==> src/rtl/rectangle_raster_canvas_core_assert.svh <==
// assertion macros for the canvas rtl
`ifndef RECTANGLE_RASTER_CANVAS_CORE_ASSERT_SVH
`define RECTANGLE_RASTER_CANVAS_CORE_ASSERT_SVH

`ifndef NO_ASSERTIONS
// same-cycle implication
`define RRC_ASSERT_IMPLY(name, clock, rstn, ante, cons) \
	name: assert property (@(posedge clock) disable iff (!(rstn)) (ante) |-> (cons)) \
		else $error("rrc assertion failed");
// next-cycle implication
`define RRC_ASSERT_NEXT(name, clock, rstn, ante, cons) \
	name: assert property (@(posedge clock) disable iff (!(rstn)) (ante) |=> (cons)) \
		else $error("rrc assertion failed");
`else
`define RRC_ASSERT_IMPLY(name, clock, rstn, ante, cons)
`define RRC_ASSERT_NEXT(name, clock, rstn, ante, cons)
`endif

`endif

==> src/rtl/rrc_fifo.sv <==
`default_nettype none

module rrc_fifo #(
	parameter int WIDTH = 8,
	parameter int DEPTH = 2
) (
	input  wire logic             clk,
	input  wire logic             arst_n,
	input  wire logic             push,
	input  wire logic [WIDTH-1:0] wdata,
	output logic                  full,
	input  wire logic             pop,
	output logic [WIDTH-1:0]      rdata,
	output logic                  empty
);

	localparam int PW   = (DEPTH > 1) ? $clog2(DEPTH) : 1;
	localparam int CNTW = $clog2(DEPTH + 1);

	logic [WIDTH-1:0] mem_q [DEPTH];
	logic [PW-1:0]    wr_ptr_q;
	logic [PW-1:0]    rd_ptr_q;
	logic [CNTW-1:0]  cnt_q;
	logic             do_push;
	logic             do_pop;

	assign full    = (cnt_q == CNTW'(DEPTH));
	assign empty   = (cnt_q == '0);
	assign do_push = push && !full;
	assign do_pop  = pop && !empty;
	assign rdata   = mem_q[rd_ptr_q];

	always_ff @(posedge clk or negedge arst_n) begin
		if (!arst_n) begin
			wr_ptr_q <= '0;
			rd_ptr_q <= '0;
			cnt_q    <= '0;
		end else begin
			if (do_push) begin
				wr_ptr_q <= (wr_ptr_q == PW'(DEPTH - 1)) ? '0 : wr_ptr_q + 1'b1;
			end
			if (do_pop) begin
				rd_ptr_q <= (rd_ptr_q == PW'(DEPTH - 1)) ? '0 : rd_ptr_q + 1'b1;
			end
			case ({do_push, do_pop})
				2'b10: begin
					cnt_q <= cnt_q + 1'b1;
				end
				2'b01: begin
					cnt_q <= cnt_q - 1'b1;
				end
				default: begin
					cnt_q <= cnt_q;
				end
			endcase
		end
	end

	always_ff @(posedge clk) begin
		if (do_push) begin
			mem_q[wr_ptr_q] <= wdata;
		end
	end

endmodule

`default_nettype wire

==> config.mk <==
export PLATFORM = sky130hd
export DESIGN_NAME = rrc_fifo
export DESIGN_NICKNAME = d
export VERILOG_FILES = /design/src/rtl/rectangle_raster_canvas_core_assert.svh /design/src/rtl/rrc_fifo.sv
export SDC_FILE = /design/constraint.sdc
export NUM_CORES = 1
export LEC_CHECK = 0
export ABC_AREA = 1
export ABC_CLOCK_PERIOD_IN_PS = 1500
export BUFFER_PORTS_ARGS = -buffer_cell sky130_fd_sc_hd__buf_2
export CORE_AREA = 5 5 50 47
export DETAILED_ROUTE_END_ITERATION = 10
export DIE_AREA = 0 0 55 52
export PLACE_DENSITY_LB_ADDON = 0.12
export SLEW_MARGIN = 0
export SYNTH_ARGS = -nofsm -noshare
export SYNTH_HDL_FRONTEND = slang
export SYNTH_SLANG_ARGS = --single-unit
export TNS_END_PERCENT = 50
==> constraint.sdc <==
create_clock -name clk -period 1.5 [get_ports clk]
set_input_delay 0.15 -clock clk [delete_from_list [all_inputs] [get_ports clk]]
set_output_delay 0.15 -clock clk [all_outputs]
set_load 0.02 [all_outputs]
==> impl_metrics.toml <==
[timing]
hold_viol_final = 0
rsz0062_at_grt = "false"
fmax_mhz = 723.4
drv_slew = 0
worst_slew_pin_slew_ns = 0.3134
finClkSkew_ns = 0.002819
period_needed_ns = 1.382
finalSetupViolCount = 0
setup-tns-final_ns = 0
period_share_pct = 92.16
relSlewSlack_pct = 79.09

[yosys]
yosys-top-cells-count = "32 x nand2_1, 16 x edfxtp_1, 7 x inv_1"
synth_area_um2 = 817.0
synth_most_common_cell = "nand2_1"
synth_edf_count = 16
synth_top_cell_by_area = "edfxtp_1"
postSynthAreaPerCell_um2 = 11.04
async_flop_share_pct = 20.00
netlist_instances = 74
synth-seq-cells = 20
yosysUniqueCellTypes = 14
yosysSeqAreaShare_pct = 71.06
synth_top_area_share_pct = 58.81
synth_flop_cell = "edfxtp_1"
mappedNetlistNets = 87
yosysWarningCount = 0
synth.area.top_cells = "edfxtp_1 59%, nand2_1 15%, dfrtp_1 12%"

[floorplan]
dieArea_mm2 = 0.002860
die_w_um = 55
placementRows = 15
core_area_mm2 = 0.001821
initial_utilization_pct = 44.88
die_y_um = 52
ioPinCount = 22

[routing]
met2_length_um = 716
drc = 0
totalWireLength_um = 1358
ant_nets = 0
wl_met3_um = 96
top_layer = "met4"
vias = 570
routedWlPerCell_um = 10.86
drt-initial-drc-count = 5
vias_per_cell = 4.560
met1_length_um = 530
firstDrtPassIters = 4

[global_route]
antenna_found_initial = 0
overflow = 0
grt_pass1_wl_um = 2145
grt_max_degree = 13
grt_pass1_vias = 515
track_usage_pct = 11.01

[place]
globalplace.congestion = 0.6661
portBuffers = 21
dp.cells = 120
dp_hpwl_um = 1011

[cts]
cts.sinks = 20
clockBufferDepth = 2
cts_root_buf = "clkbuf_4"
cts_tree = "built"
clkTransAtPathRegs_ns = 0.11
htreeDepth = 1
clock_latency_ns = 0.29
cts-buffers-inserted = 3
post_cts_buffers = 0

[critical_path]
crit_type = "reg2reg"
worst-path-buf-inv = 3
end_kind = "flip-flop"
crit_fanout = 5
cp.required_ns = 1.70
slowest_stage = "dfrtp_1"
cp_top_family = "flip-flops"
cp-start-kind = "flip-flop"
slowest_delay_ns = 0.48
cp.arrival_ns = 1.58
cp_cell_sequence = "inv_2, nand2_2, nand2_2, inv_1, ha_1, inv_1, nand3_1, nand2_1, nand2_1"

[cells_and_area]
nNetsFinal = 114
final_cell_count_no_fill = 125
multiInputGateArea_um2 = 193.9
final_core_utilization_pct = 56.15
seq_area_um2 = 581.8
syn2layout_area_growth_pct = 25.11
fillCellCount = 175
antenna_cells = 0
drive_gt1_share_pct = 35.00

[pwr]
peakVddDrop_v = 0.001171
power_density_mw_per_mm2 = 2068
p_leak_nw = 0.4917

[job]
drv_cap = 0

[run_status]
status = "finished, final reports clean"

[min_path]
hp-class = "in2reg"
final timing paths:
path                           from     endpoint  slack, ns  depth (start not counted)
max                        cnt_q[0]     cnt_q[1]       0.12                          9
min                        wdata[1]  mem_q[1][1]       0.04                          1
max reg2reg                cnt_q[0]     cnt_q[1]       0.12                          9
min reg2reg                cnt_q[1]     cnt_q[1]       0.50                          2
max in group asynchronous    arst_n     rd_ptr_q       1.19                          2
min in group asynchronous    arst_n     wr_ptr_q       0.18                          2
cells by family (layout without fill, tap and decap cells):
| logic type | Yosys count | count (layout) | share of synthesized area, % |
|---|---|---|---|
| compound gates | 1 | 1 | 1.072 |
| buf+inv | 11 | 37 | 5.207 |
| flops | 20 | 20 | 71.06 |
| xor+xnor | 1 | 1 | 1.072 |
| simple gates | 40 | 40 | 20.06 |
| fa+ha+maj | 1 | 1 | 1.531 |
what timing repair did:
item,in CTS,in global routing
hold endpoints to repair,4,0
hold buffers,1,0
gates resized for setup,0,3
setup endpoints to repair,0,9
worst register-to-register path, stage by stage (launching register included):
cell and delay (ns):
dfrtp_1 0.48, inv_2 0.09, nand2_2 0.07, nand2_2 0.06, inv_1 0.04, ha_1 0.29
inv_1 0.08, nand3_1 0.07, nand2_1 0.06, nand2_1 0.05
registers in the layout, indices dropped and copies added (netlist names):
name	cells
rd_ptr_q	1
wr_ptr_q	1
mem_q	16
cnt_q	2
report_power, final:
part           switching [W]  internal (W)
combinational       0.000531      0.000271
sequential          0.000110      0.000773
clock               0.000160      0.000270
stage by stage:
| stage | setup slack, ns | hold WS (ns) | cell area (um2) | power [W] |
|---|---|---|---|---|
| after floorplan | 0.1900 | -0.1456 | 817.0 | 0.001441 |
| after global placement | 0.1552 | -0.03713 | 955.9 | 0.001683 |
| after detailed placement | 0.1215 | -0.03637 | 955.9 | 0.001700 |
| after CTS | 0.001593 | 0.03189 | 1018 | 0.002129 |
| after global routing | 0.006696 | 0.009855 | 1022 | 0.002277 |
| final | 0.1176 | 0.03668 | 1022 | 0.002114 |
cell usage in the layout, fill, tap and decap left out, types with 2 or more instances in the layout:
master / synthesis / final
nand2_1: 32 / 32
buf_2: 1 / 21
edfxtp_1: 16 / 16
inv_1: 7 / 6
inv_2: 3 / 3
nand3_1: 3 / 3
clkbuf_4: 0 / 3
dfrtp_1: 4 / 3
nand2_2: 2 / 2
per-layer routing:
layer  global-route usage [%]  vias to the layer above
li1                         -                      292
met1                    11.21                      264
met2                    19.09                       12
met3                    4.585                        2
met4                    4.858                        0
met5                        0                        -
final cells by class:
class | count | share of cell area [%]
Sequential cell | 20 | 56.92
Tap cell | 25 | 3.060
Multi-Input combinational cell | 43 | 18.97
Timing Repair Buffer | 23 | 12.00
Clock inverter | 1 | 2.938
Inverter | 10 | 3.917
Clock buffer | 3 | 2.203
Note: power is estimated with default switching activity, not from simulation.
