**config.mk**
```make
export PLATFORM = sky130hd
export DESIGN_NAME = rrc_front
export DESIGN_NICKNAME = d
export VERILOG_FILES = /design/src/rtl/rectangle_raster_canvas_core_assert.svh /design/src/rtl/rrc_pkg.sv /design/src/rtl/rrc_front.sv
export SDC_FILE = /design/constraint.sdc
export NUM_CORES = 1
export LEC_CHECK = 0
export BUFFER_PORTS_ARGS = -buffer_cell sky130_fd_sc_hd__buf_2
export CORE_ASPECT_RATIO = 1.5
export CORE_MARGIN = 2
export CORE_UTILIZATION = 46
export DETAILED_ROUTE_END_ITERATION = 7
export PLACE_DENSITY_LB_ADDON = 0.12
export RECOVER_POWER = 25
export SLEW_MARGIN = 40
export SYNTH_ARGS = -nofsm -noshare
export SYNTH_HDL_FRONTEND = slang
export SYNTH_SLANG_ARGS = --single-unit
```
**constraint.sdc**
```tcl
create_clock -name clk -period 11.45 [get_ports clk]
set_input_delay 0.5725 -clock clk [delete_from_list [all_inputs] [get_ports clk]]
set_output_delay 0.5725 -clock clk [all_outputs]
set_load 0.05 [all_outputs]
```
**src/rtl/rectangle_raster_canvas_core_assert.svh**
```systemverilog
// assertion macros for the canvas rtl
`ifndef RECTANGLE_RASTER_CANVAS_CORE_ASSERT_SVH
`define RECTANGLE_RASTER_CANVAS_CORE_ASSERT_SVH

`ifndef NO_ASSERTIONS
// same-cycle implication
`define RRC_ASSERT_IMPLY(name, clock, rstn, ante, cons) \
	name: assert property (@(posedge clock) disable iff (!(rstn)) (ante) |-> (cons)) \
		else $error("rrc assertion failed");
// next-cycle implication
`define RRC_ASSERT_NEXT(name, clock, rstn, ante, cons) \
	name: assert property (@(posedge clock) disable iff (!(rstn)) (ante) |=> (cons)) \
		else $error("rrc assertion failed");
`else
`define RRC_ASSERT_IMPLY(name, clock, rstn, ante, cons)
`define RRC_ASSERT_NEXT(name, clock, rstn, ante, cons)
`endif

`endif

```
**src/rtl/rrc_pkg.sv**
```systemverilog
`default_nettype none

package rrc_pkg;

	localparam int OPC_W   = 2;
	localparam int FLAG_W  = 1;
	localparam int EDGE_W  = 20;
	localparam int SIZE_W  = 19;
	localparam int CHAR_W  = 8;
	localparam int RC_W    = 8;
	localparam int ST_W    = 2;
	localparam int CFG_W   = 9;
	localparam int CFGI_W  = 2;

	typedef enum logic [OPC_W-1:0] {
		OP_CLEAR = 2'd0,
		OP_DRAW  = 2'd1,
		OP_READ  = 2'd2
	} opcode_t;

	typedef enum logic [CFGI_W-1:0] {
		REG_CANVAS_WIDTH  = 2'd0,
		REG_CANVAS_HEIGHT = 2'd1,
		REG_BG_CHAR       = 2'd2
	} cfg_reg_t;

	localparam logic [ST_W-1:0] ST_OK      = 2'd0;
	localparam logic [ST_W-1:0] ST_SMALL   = 2'd1;
	localparam logic [ST_W-1:0] ST_OUTSIDE = 2'd2;

	localparam logic [CHAR_W-1:0] BG_CHAR_RESET = 8'd32;

	// what the back end has to do with a command
	typedef enum logic [1:0] {
		KIND_NOP   = 2'd0,
		KIND_CLEAR = 2'd1,
		KIND_DRAW  = 2'd2,
		KIND_READ  = 2'd3
	} kind_t;

	typedef enum logic [2:0] {
		BK_IDLE  = 3'd0,
		BK_SETUP = 3'd1,
		BK_SWEEP = 3'd2,
		BK_READ  = 3'd3,
		BK_DONE  = 3'd4
	} back_state_t;

	typedef struct packed {
		kind_t                     kind;
		logic                      filled_mode;
		logic signed [EDGE_W-1:0]  rect_left;
		logic signed [EDGE_W-1:0]  rect_top;
		logic [SIZE_W-1:0]         rect_width;
		logic [SIZE_W-1:0]         rect_height;
		logic [CHAR_W-1:0]         paint_char;
		logic [RC_W-1:0]           read_col;
		logic [RC_W-1:0]           read_row;
		logic [ST_W-1:0]           status;
	} cmd_t;

	typedef struct packed {
		logic [CHAR_W-1:0] cell_char;
		logic [ST_W-1:0]   status;
	} res_t;

endpackage

`default_nettype wire

```
**src/rtl/rrc_front.sv**
```systemverilog
`default_nettype none

module rrc_front #(
	parameter int MAX_SIDE  = 256,
	parameter int FRAC_BITS = 8
) (
	input  wire logic                               clk,
	input  wire logic                               arst_n,
	input  wire logic                               push,
	output logic                                    full,
	input  wire logic [rrc_pkg::OPC_W-1:0]          opcode,
	input  wire logic                               filled_mode,
	input  wire logic signed [rrc_pkg::EDGE_W-1:0]  rect_left,
	input  wire logic signed [rrc_pkg::EDGE_W-1:0]  rect_top,
	input  wire logic [rrc_pkg::SIZE_W-1:0]         rect_width,
	input  wire logic [rrc_pkg::SIZE_W-1:0]         rect_height,
	input  wire logic [rrc_pkg::CHAR_W-1:0]         paint_char,
	input  wire logic [rrc_pkg::RC_W-1:0]           read_col,
	input  wire logic [rrc_pkg::RC_W-1:0]           read_row,
	input  wire logic [$clog2(MAX_SIDE+1)-1:0]      cw,
	input  wire logic [$clog2(MAX_SIDE+1)-1:0]      ch,
	output logic                                    cmd_push,
	output rrc_pkg::cmd_t                           cmd_data,
	input  wire logic                               cmd_full
);

	localparam int ONE_I = 1 << FRAC_BITS;

	logic          valid_s1;
	rrc_pkg::cmd_t cmd_s1;
	rrc_pkg::cmd_t cmd_next;
	logic          accept;
	logic          too_small;
	logic          off_canvas;

	assign full     = valid_s1 && cmd_full;
	assign accept   = push && !full;
	assign cmd_push = valid_s1 && !cmd_full;
	assign cmd_data = cmd_s1;

	assign too_small  = (int'(rect_width) < ONE_I) || (int'(rect_height) < ONE_I);
	assign off_canvas = (int'(read_col) >= int'(cw)) || (int'(read_row) >= int'(ch));

	// sort the item into a back end command
	always_comb begin
		cmd_next.kind        = rrc_pkg::KIND_NOP;
		cmd_next.filled_mode = filled_mode;
		cmd_next.rect_left   = rect_left;
		cmd_next.rect_top    = rect_top;
		cmd_next.rect_width  = rect_width;
		cmd_next.rect_height = rect_height;
		cmd_next.paint_char  = paint_char;
		cmd_next.read_col    = read_col;
		cmd_next.read_row    = read_row;
		cmd_next.status      = rrc_pkg::ST_OK;
		case (opcode)
			rrc_pkg::OP_CLEAR: begin
				cmd_next.kind = rrc_pkg::KIND_CLEAR;
			end
			rrc_pkg::OP_DRAW: begin
				if (too_small) begin
					cmd_next.status = rrc_pkg::ST_SMALL;
				end else begin
					cmd_next.kind = rrc_pkg::KIND_DRAW;
				end
			end
			rrc_pkg::OP_READ: begin
				if (off_canvas) begin
					cmd_next.status = rrc_pkg::ST_OUTSIDE;
				end else begin
					cmd_next.kind = rrc_pkg::KIND_READ;
				end
			end
			default: begin
				cmd_next.kind = rrc_pkg::KIND_NOP;
			end
		endcase
	end

	always_ff @(posedge clk or negedge arst_n) begin
		if (!arst_n) begin
			valid_s1 <= 1'b0;
		end else if (accept) begin
			valid_s1 <= 1'b1;
		end else if (cmd_push) begin
			valid_s1 <= 1'b0;
		end
	end

	always_ff @(posedge clk) begin
		if (accept) begin
			cmd_s1 <= cmd_next;
		end
	end

endmodule

`default_nettype wire

```
==> results of run 1 <==
synthesized netlist by cell type, types with 2 or more instances:
master | number | area, um2
edfxtp_1 | 107 | 3210
inv_1 | 22 | 82.6
ha_1 | 20 | 250
a21oi_1 | 4 | 20.0
nor2b_1 | 4 | 25.0
nor4_1 | 4 | 25.0
nand2_1 | 3 | 11.3
a21o_1 | 2 | 15.0
and2_1 | 2 | 12.5
nor3b_1 | 2 | 15.0
o21ai_0 | 2 | 10.0
o22ai_1 | 2 | 12.5
routing by layer:
layer  track usage  up-vias
met5             0        -
met4        0.0807        0
met3        0.0794       13
met2         0.334      152
met1         0.185     1183
li1              -     1220
power by group:
part	switching, mW	internal, mW	total (mW)	leakage [nW]
registers	0.00470	0.461	0.466	1.03
logic	0.108	0.0372	0.145	1.27
clock network	0.123	0.190	0.313	0.154
total	0.235	0.688	0.923	2.46
state kept, by name (all words and copies together), names as in the netlist:
name      flops
cmd_data    107
valid_s1      1
final cells by class:
type / count / area (um2)
clock buffer: 10 / 229
multi-input combinational: 58 / 526
inverter: 22 / 82.6
clock inverter: 6 / 78.8
sequential: 108 / 3240
timing repair buffer: 238 / 1190
tap: 105 / 131
fill: 587 / 2580
repair_timing:
item,4_1_cts,5_1_grt
hold buffers,1,0
gates resized for setup,0,0
endpoints found under the hold margin,1,0
buffers inserted,0,0
kinds of logic (layout without fill, tap and decap cells):
group,after synthesis,after routing,synth area share
buffers and inverters,22,276,0.0215
AO/OA/AOI/OAI,15,15,0.0316
adder cells (fa/ha/maj),20,20,0.0652
flip-flops,108,108,0.844
AND/OR/NAND/NOR,23,23,0.0381
critical path, delay by kind of cell (launching register included):
| family | cells | cell delay (ns) |
|---|---|---|
| simple gates | 2 | 0.29 |
| buf+inv | 2 | 1.18 |
| flops | 1 | 0.37 |
stage by stage:
stage                     instances  power [mW]  worst slack, ns
final                           547       0.923             9.20
after global placement          530       0.618             8.89
after global routing            547       0.958             9.05
after CTS                       547       0.934             9.20
after detailed placement        530       0.621             8.86
after floorplan                 188       0.574             5.19
worst paths after layout:
check / start / end / slack [ns] / cells after the start
max in group asynchronous: arst_n / valid_s1 / 10.80 / 2
setup / recovery: valid_s1 / cmd_data[106] / 9.20 / 4
setup reg to reg: valid_s1 / cmd_data[106] / 9.20 / 4
hold / removal: rect_left[8] / cmd_data[92] / 0.41 / 1
min in group asynchronous: arst_n / valid_s1 / 0.56 / 2
hold reg to reg: valid_s1 / valid_s1 / 0.69 / 2
==> key figures, run 1 <==
Status
  • Status: complete, no violations

Placement
  • I/O Buffers: 235
  • Gpl congestion: 0.790
  • Post-DP HPWL: 6960 um
  • Post-placement cell area: 5170 um2

Finish
  • Net count, final: 584
  • Post-layout util: 0.680
  • Commonest non-fill, non-tap cells in the layout: buf_2 (228), edfxtp_1 (107), inv_1 (22)
  • Most common cell after layout, fill and taps aside: buf_2
  • Layout cells sized above 1: 0.563
  • Inserted Diodes: 0
  • Design Area, Final: 5480 um2
  • Area grow syn2layout: 42.7%

Critical path
  • Worst EP required: 11.42 ns
  • Critical path arrival: 2.22 ns
  • Critical path class: reg2reg
  • Cell mode on critical path: buf_4
  • Worst Setup Start Kind: flip-flop
  • Worst Path Max Fanout: 59
  • Slowest-stage cell, CP: buf_4
  • Worst setup EP type: flip-flop
  • Critical Path Max Stage Delay: 0.67 ns
  • CP Cell Sequence: and2_1 -> nor2b_4 -> buf_4 -> buf_4

Synth
  • Syn nets: 335
  • Ys async rst share: 0.00926
  • Post-synthesis area per instance: 20.4 um2
  • Synthesized flop and latch total: 108
  • Sequential area share after synthesis: 0.844
  • Most used DFF post-synth: edfxtp_1
  • Ys Warns: 0
  • Post-Syn Area: 3840 um2
  • Post-synth EDFFs: 107
  • Cells after synthesis: 188
  • Synth unique cells: 26

GRT
  • GRT overflow: 0
  • First-pass GRT wire length: 12,300 um
  • Antenna violations before repair: 0
  • GRT Overall Usage: 0.186
  • Largest net degree at the start of global routing: 60
  • Number of global-route vias before repair: 2,494

Run
  • Max-cap violations: 0

Drt
  • Vias per cell: 4.69
  • Met3 WL post-DR: 935 um
  • Routed wire per std cell: 15.8 um
  • Vias: 2,568
  • Iter 0 DRT Violations: 88
  • Met1 WL: 2930 um
  • Drt drc: 0
  • Antenna Nets Post-Route: 0
  • Routed wl met2: 4590 um
  • WL final: 8620 um
  • Top layer in use: met4
  • Drt pass-1 iters: 5

STA
  • Setup tns final: 0 ns
  • Hold slack: 0.408 ns
  • Max Clk Rate: 0.444 GHz
  • Relative slew slack: 0.532
  • Setup Skew: 0.00785 ns
  • RSZ-0062 raised after global routing: no
  • Final Critical Period: 2.25 ns
  • Final setup fails: 0
  • Final Hold Fails: 0
  • Period utilisation layout: 0.197
  • Worst-Margin Slew: 0.702 ns
  • Max Slew Vio Count: 0

Clocking
  • Clock sinks: 108
  • Total CTS buffers: 9
  • Worst-Skew Late Latency: 0.34 ns
  • H-Tree Depth: 3
  • Maximum buffer depth of the clock tree: 2
  • CTS clk-pin slew, worst paths: 0.07 ns
  • CTS tree: done
  • Clk root buf: clkbuf_16

Floorplan
  • Die Ht: 116 um
  • Area of the die: 9110 um2
  • Core area: 8060 um2
  • Site Rows: 40
  • Die X-Extent: 78.6 um
  • Initial Util: 0.476
  • # IOs: 236

Min path
  • Worst hold-check path type: in2reg

Pwr
  • LEAKAGE: 2.46 nW
  • Peak VDD IR: 0.0964 mV
  • Power density cells: 169 nW/um2
No activity file was read; power rests on OpenSTA's default activity.
==> run 2: changes to the inputs <==
--- a/config.mk
+++ b/config.mk
@@ -5,10 +5,11 @@
 export SDC_FILE = /design/constraint.sdc
 export NUM_CORES = 1
 export LEC_CHECK = 0
+export ABC_AREA = 1
 export BUFFER_PORTS_ARGS = -buffer_cell sky130_fd_sc_hd__buf_2
 export CORE_ASPECT_RATIO = 1.5
 export CORE_MARGIN = 2
-export CORE_UTILIZATION = 46
+export CORE_UTILIZATION = 43
 export DETAILED_ROUTE_END_ITERATION = 7
 export PLACE_DENSITY_LB_ADDON = 0.12
 export RECOVER_POWER = 25
==> constraint.sdc (replaced) <==
create_clock -name clk -period 2.1 [get_ports clk]
set_input_delay 0.105 -clock clk [delete_from_list [all_inputs] [get_ports clk]]
set_output_delay 0.105 -clock clk [all_outputs]
set_load 0.05 [all_outputs]
==> run 2 against run 1 <==
Effect of this change:
- sequential share of layout area shrank 10 points
- clock skew about the same
- power grew to 5.5 times the previous value
- area after synthesis up 2.6%
- setup slack got worse by 8.6 ns
- first-iteration DRC count is 19% higher
- synthesized cell count grew 23%
- via count rose by 23%
- critical endpoint is now cmd_data[105]
- largest cell class unchanged
==> key figures, run 2 <==
Status
  • Status: complete, no violations

Critical path
  • Slowest-stage cell, CP: dlygate4sd3_1
  • Worst Setup Start Kind: primary input
  • Worst setup EP type: flip-flop
  • Worst EP required: 2.19 ns (-9.23 ns)
  • Critical path class: in2reg
  • Delay-heaviest family, CP: buffers and inverters
  • Critical path arrival: 1.60 ns (-0.62 ns)
  • Worst Path Max Fanout: 2 (-97%)
  • Critical Path Max Stage Delay: 0.53 ns (-0.14 ns)
  • Critical path buffers and inverters: 3 (+1)
  • CP Cell Sequence: dlygate4sd3_1 -> clkbuf_1 -> ha_1 -> nand2_1 -> nor2_1 -> inv_1 -> a21oi_1 -> nor2_2 -> nand3_2 -> a21oi_1
  • Cell mode on critical path: a21oi_1

STA
  • Setup tns final: 0 ns (unchanged)
  • RSZ-0062 raised after global routing: no
  • Relative slew slack: 0.730 (+0.199)
  • Period utilisation layout: 0.717
  • Worst-Margin Slew: 0.404 ns (-0.298 ns)
  • Max Slew Vio Count: 0 (unchanged)
  • Hold slack: 0.0719 ns (-0.336 ns)
  • Final setup fails: 0 (unchanged)
  • Final Critical Period: 1.51 ns
  • Final Hold Fails: 0 (unchanged)
  • Setup Skew: 0.00766 ns (-0.000189 ns)
  • Max Clk Rate: 0.664 GHz
  • Slack of the critical path: 0.594 ns (-8.60 ns)

Synth
  • Post-synth top area share: 0.816 (-0.0213)
  • Post-synthesis area per instance: 17.0 um2 (-17%)
  • Most frequent cell after synthesis: edfxtp_1
  • Synthesized flop and latch total: 108 (unchanged)
  • Syn nets: 379 (+13%)
  • Top post-synthesis cells by area: edfxtp_1 (82%), ha_1 (6.4%), inv_1 (3.0%)
  • Yosys top cell by area: edfxtp_1
  • Synth unique cells: 18 (-31%)
  • Ys async rst share: 0.00926 (unchanged)
  • Post-synth top cells: edfxtp_1 (107), inv_1 (32), nand2_1 (29)
  • Cells after synthesis: 232 (+23%)
  • Sequential area share after synthesis: 0.822 (-0.0214)
  • Ys Warns: 0 (unchanged)
  • Most used DFF post-synth: edfxtp_1
  • Post-synth EDFFs: 107 (unchanged)
  • Post-Syn Area: 3940 um2 (+2.6%)

Finish
  • Commonest non-fill, non-tap cells in the layout: buf_2 (217), edfxtp_1 (107), dlygate4sd3_1 (106)
  • Post-layout util: 0.742 (+0.0626)
  • Layout cells sized above 1: 0.420 (-0.143)
  • Net count, final: 733 (+26%)
  • Area grow syn2layout: 67.4%
  • Most common cell after layout, fill and taps aside: buf_2
  • Max reg flops: 107 (unchanged)

Floorplan
  • Core area: 8880 um2 (+10%)
  • # IOs: 236 (unchanged)
  • Area of the die: 9960 um2 (+9.3%)
  • Site Rows: 42 (+5.0%)
  • Die Ht: 121 um (+4.6%)
  • Die X-Extent: 82.1 um (+4.5%)
  • Initial Util: 0.444 (-0.0329)

Drt
  • Routed wire per std cell: 15.3 um (-2.8%)
  • Iter 0 DRT Violations: 105 (+19%)
  • Antenna Nets Post-Route: 0 (unchanged)
  • Drt drc: 0 (unchanged)
  • Vias per cell: 4.50 (-4.1%)
  • WL final: 10,700 um (+25%)
  • Vias: 3,157 (+23%)
  • Drt pass-1 iters: 4 (-1)

Pwr
  • LEAKAGE: 2.98 nW (+21%)
  • PnR Total Power: 5.04 mW (+450%)
  • Peak VDD IR: 0.522 mV (+440%)
  • Power density cells: 764 nW/um2 (+350%)

Placement
  • Post-DP HPWL: 6970 um (about the same)
  • I/O Buffers: 235 (unchanged)
  • Pre-CTS setup slack: 0.728 ns (-8.14 ns)
  • Gpl congestion: 0.758 (-4.0%)

Clocking
  • Maximum buffer depth of the clock tree: 2 (unchanged)
  • CTS tree: done
  • Clock sinks: 108 (unchanged)
  • H-Tree Depth: 3 (unchanged)
  • # resized after CTS: 0 (unchanged)
  • Worst-Skew Late Latency: 0.34 ns (about the same)
  • Clk root buf: clkbuf_16
  • CTS clk-pin slew, worst paths: 0.06 ns (about the same)
  • Total CTS buffers: 9 (unchanged)

Run
  • Max-cap violations: 0 (unchanged)

GRT
  • Largest net degree at the start of global routing: 78 (+30%)
  • Antenna violations before repair: 0 (unchanged)
  • First-pass GRT wire length: 15,500 um (+26%)
  • GRT Overall Usage: 0.218 (+0.0321)
  • Number of global-route vias before repair: 3,319 (+33%)
  • GRT overflow: 0 (unchanged)

Min path
  • Worst hold-check path type: in2async
[run 2: cells by family after synthesis]
kind of cell | after synthesis | share of synthesized area
fa+ha+maj | 20 | 0.0635
compound gates | 8 | 0.0118
simple gates | 59 | 0.0673
flops | 108 | 0.822
buf+inv | 37 | 0.0353
[run 2: power by group]
group          total (mW)  switching, mW  internal (mW)
logic               0.970          0.638          0.331
registers            2.54         0.0297           2.51
clock network        1.52          0.721          0.802
total                5.04           1.39           3.65
[run 2: repair_timing]
item,CTS,global route
setup buffers,0,0
hold buffers,106,0
hold endpoints to repair,105,0
[run 2: final cells by class]
cell class	count	area, um2
Clock inverter	5	35.0
Fill cell	580	2290
Tap cell	110	138
Sequential cell	108	3240
Timing Repair Buffer	343	2240
Antenna cell	1	2.50
Inverter	37	139
Multi-Input combinational cell	87	569
Clock buffer	10	229
[run 2: path summary, 6_finish.rpt]
check | slack, ns | cells past startpoint | endpoint | from
max | 0.59 | 10 | cmd_data[105] | read_row[6]
min | 0.07 | 2 | valid_s1 | arst_n
max reg2reg | 0.73 | 4 | cmd_data[42] | valid_s1
min reg2reg | 1.00 | 4 | cmd_data[4] | valid_s1
max in group asynchronous | 1.92 | 2 | valid_s1 | arst_n
min in group clk | 0.24 | 3 | cmd_data[106] | opcode[1]
[run 2: worst register-to-register path: cells and delay by family, from the launching register on]
family	cells	cell delay, ns
flip-flops	1	0.38
buffers and inverters	2	0.42
AND/OR/NAND/NOR	2	0.19
[run 2: metrics by stage]
stage	std cells	instance area, um2
6_report	701	6590
5_1_grt	700	6590
4_1_cts	700	6610
3_5_place_dp	579	5290
3_3_place_gp	579	5290
2_1_floorplan	232	3950
[run 2: routing by layer]
metal  part of all wire  track usage  vias up
met4              0.025        0.101        0
met3              0.075       0.0692       22
met1               0.33        0.202     1468
li1                   -            -     1522
met5                  0            0        -
met2               0.57        0.411      145
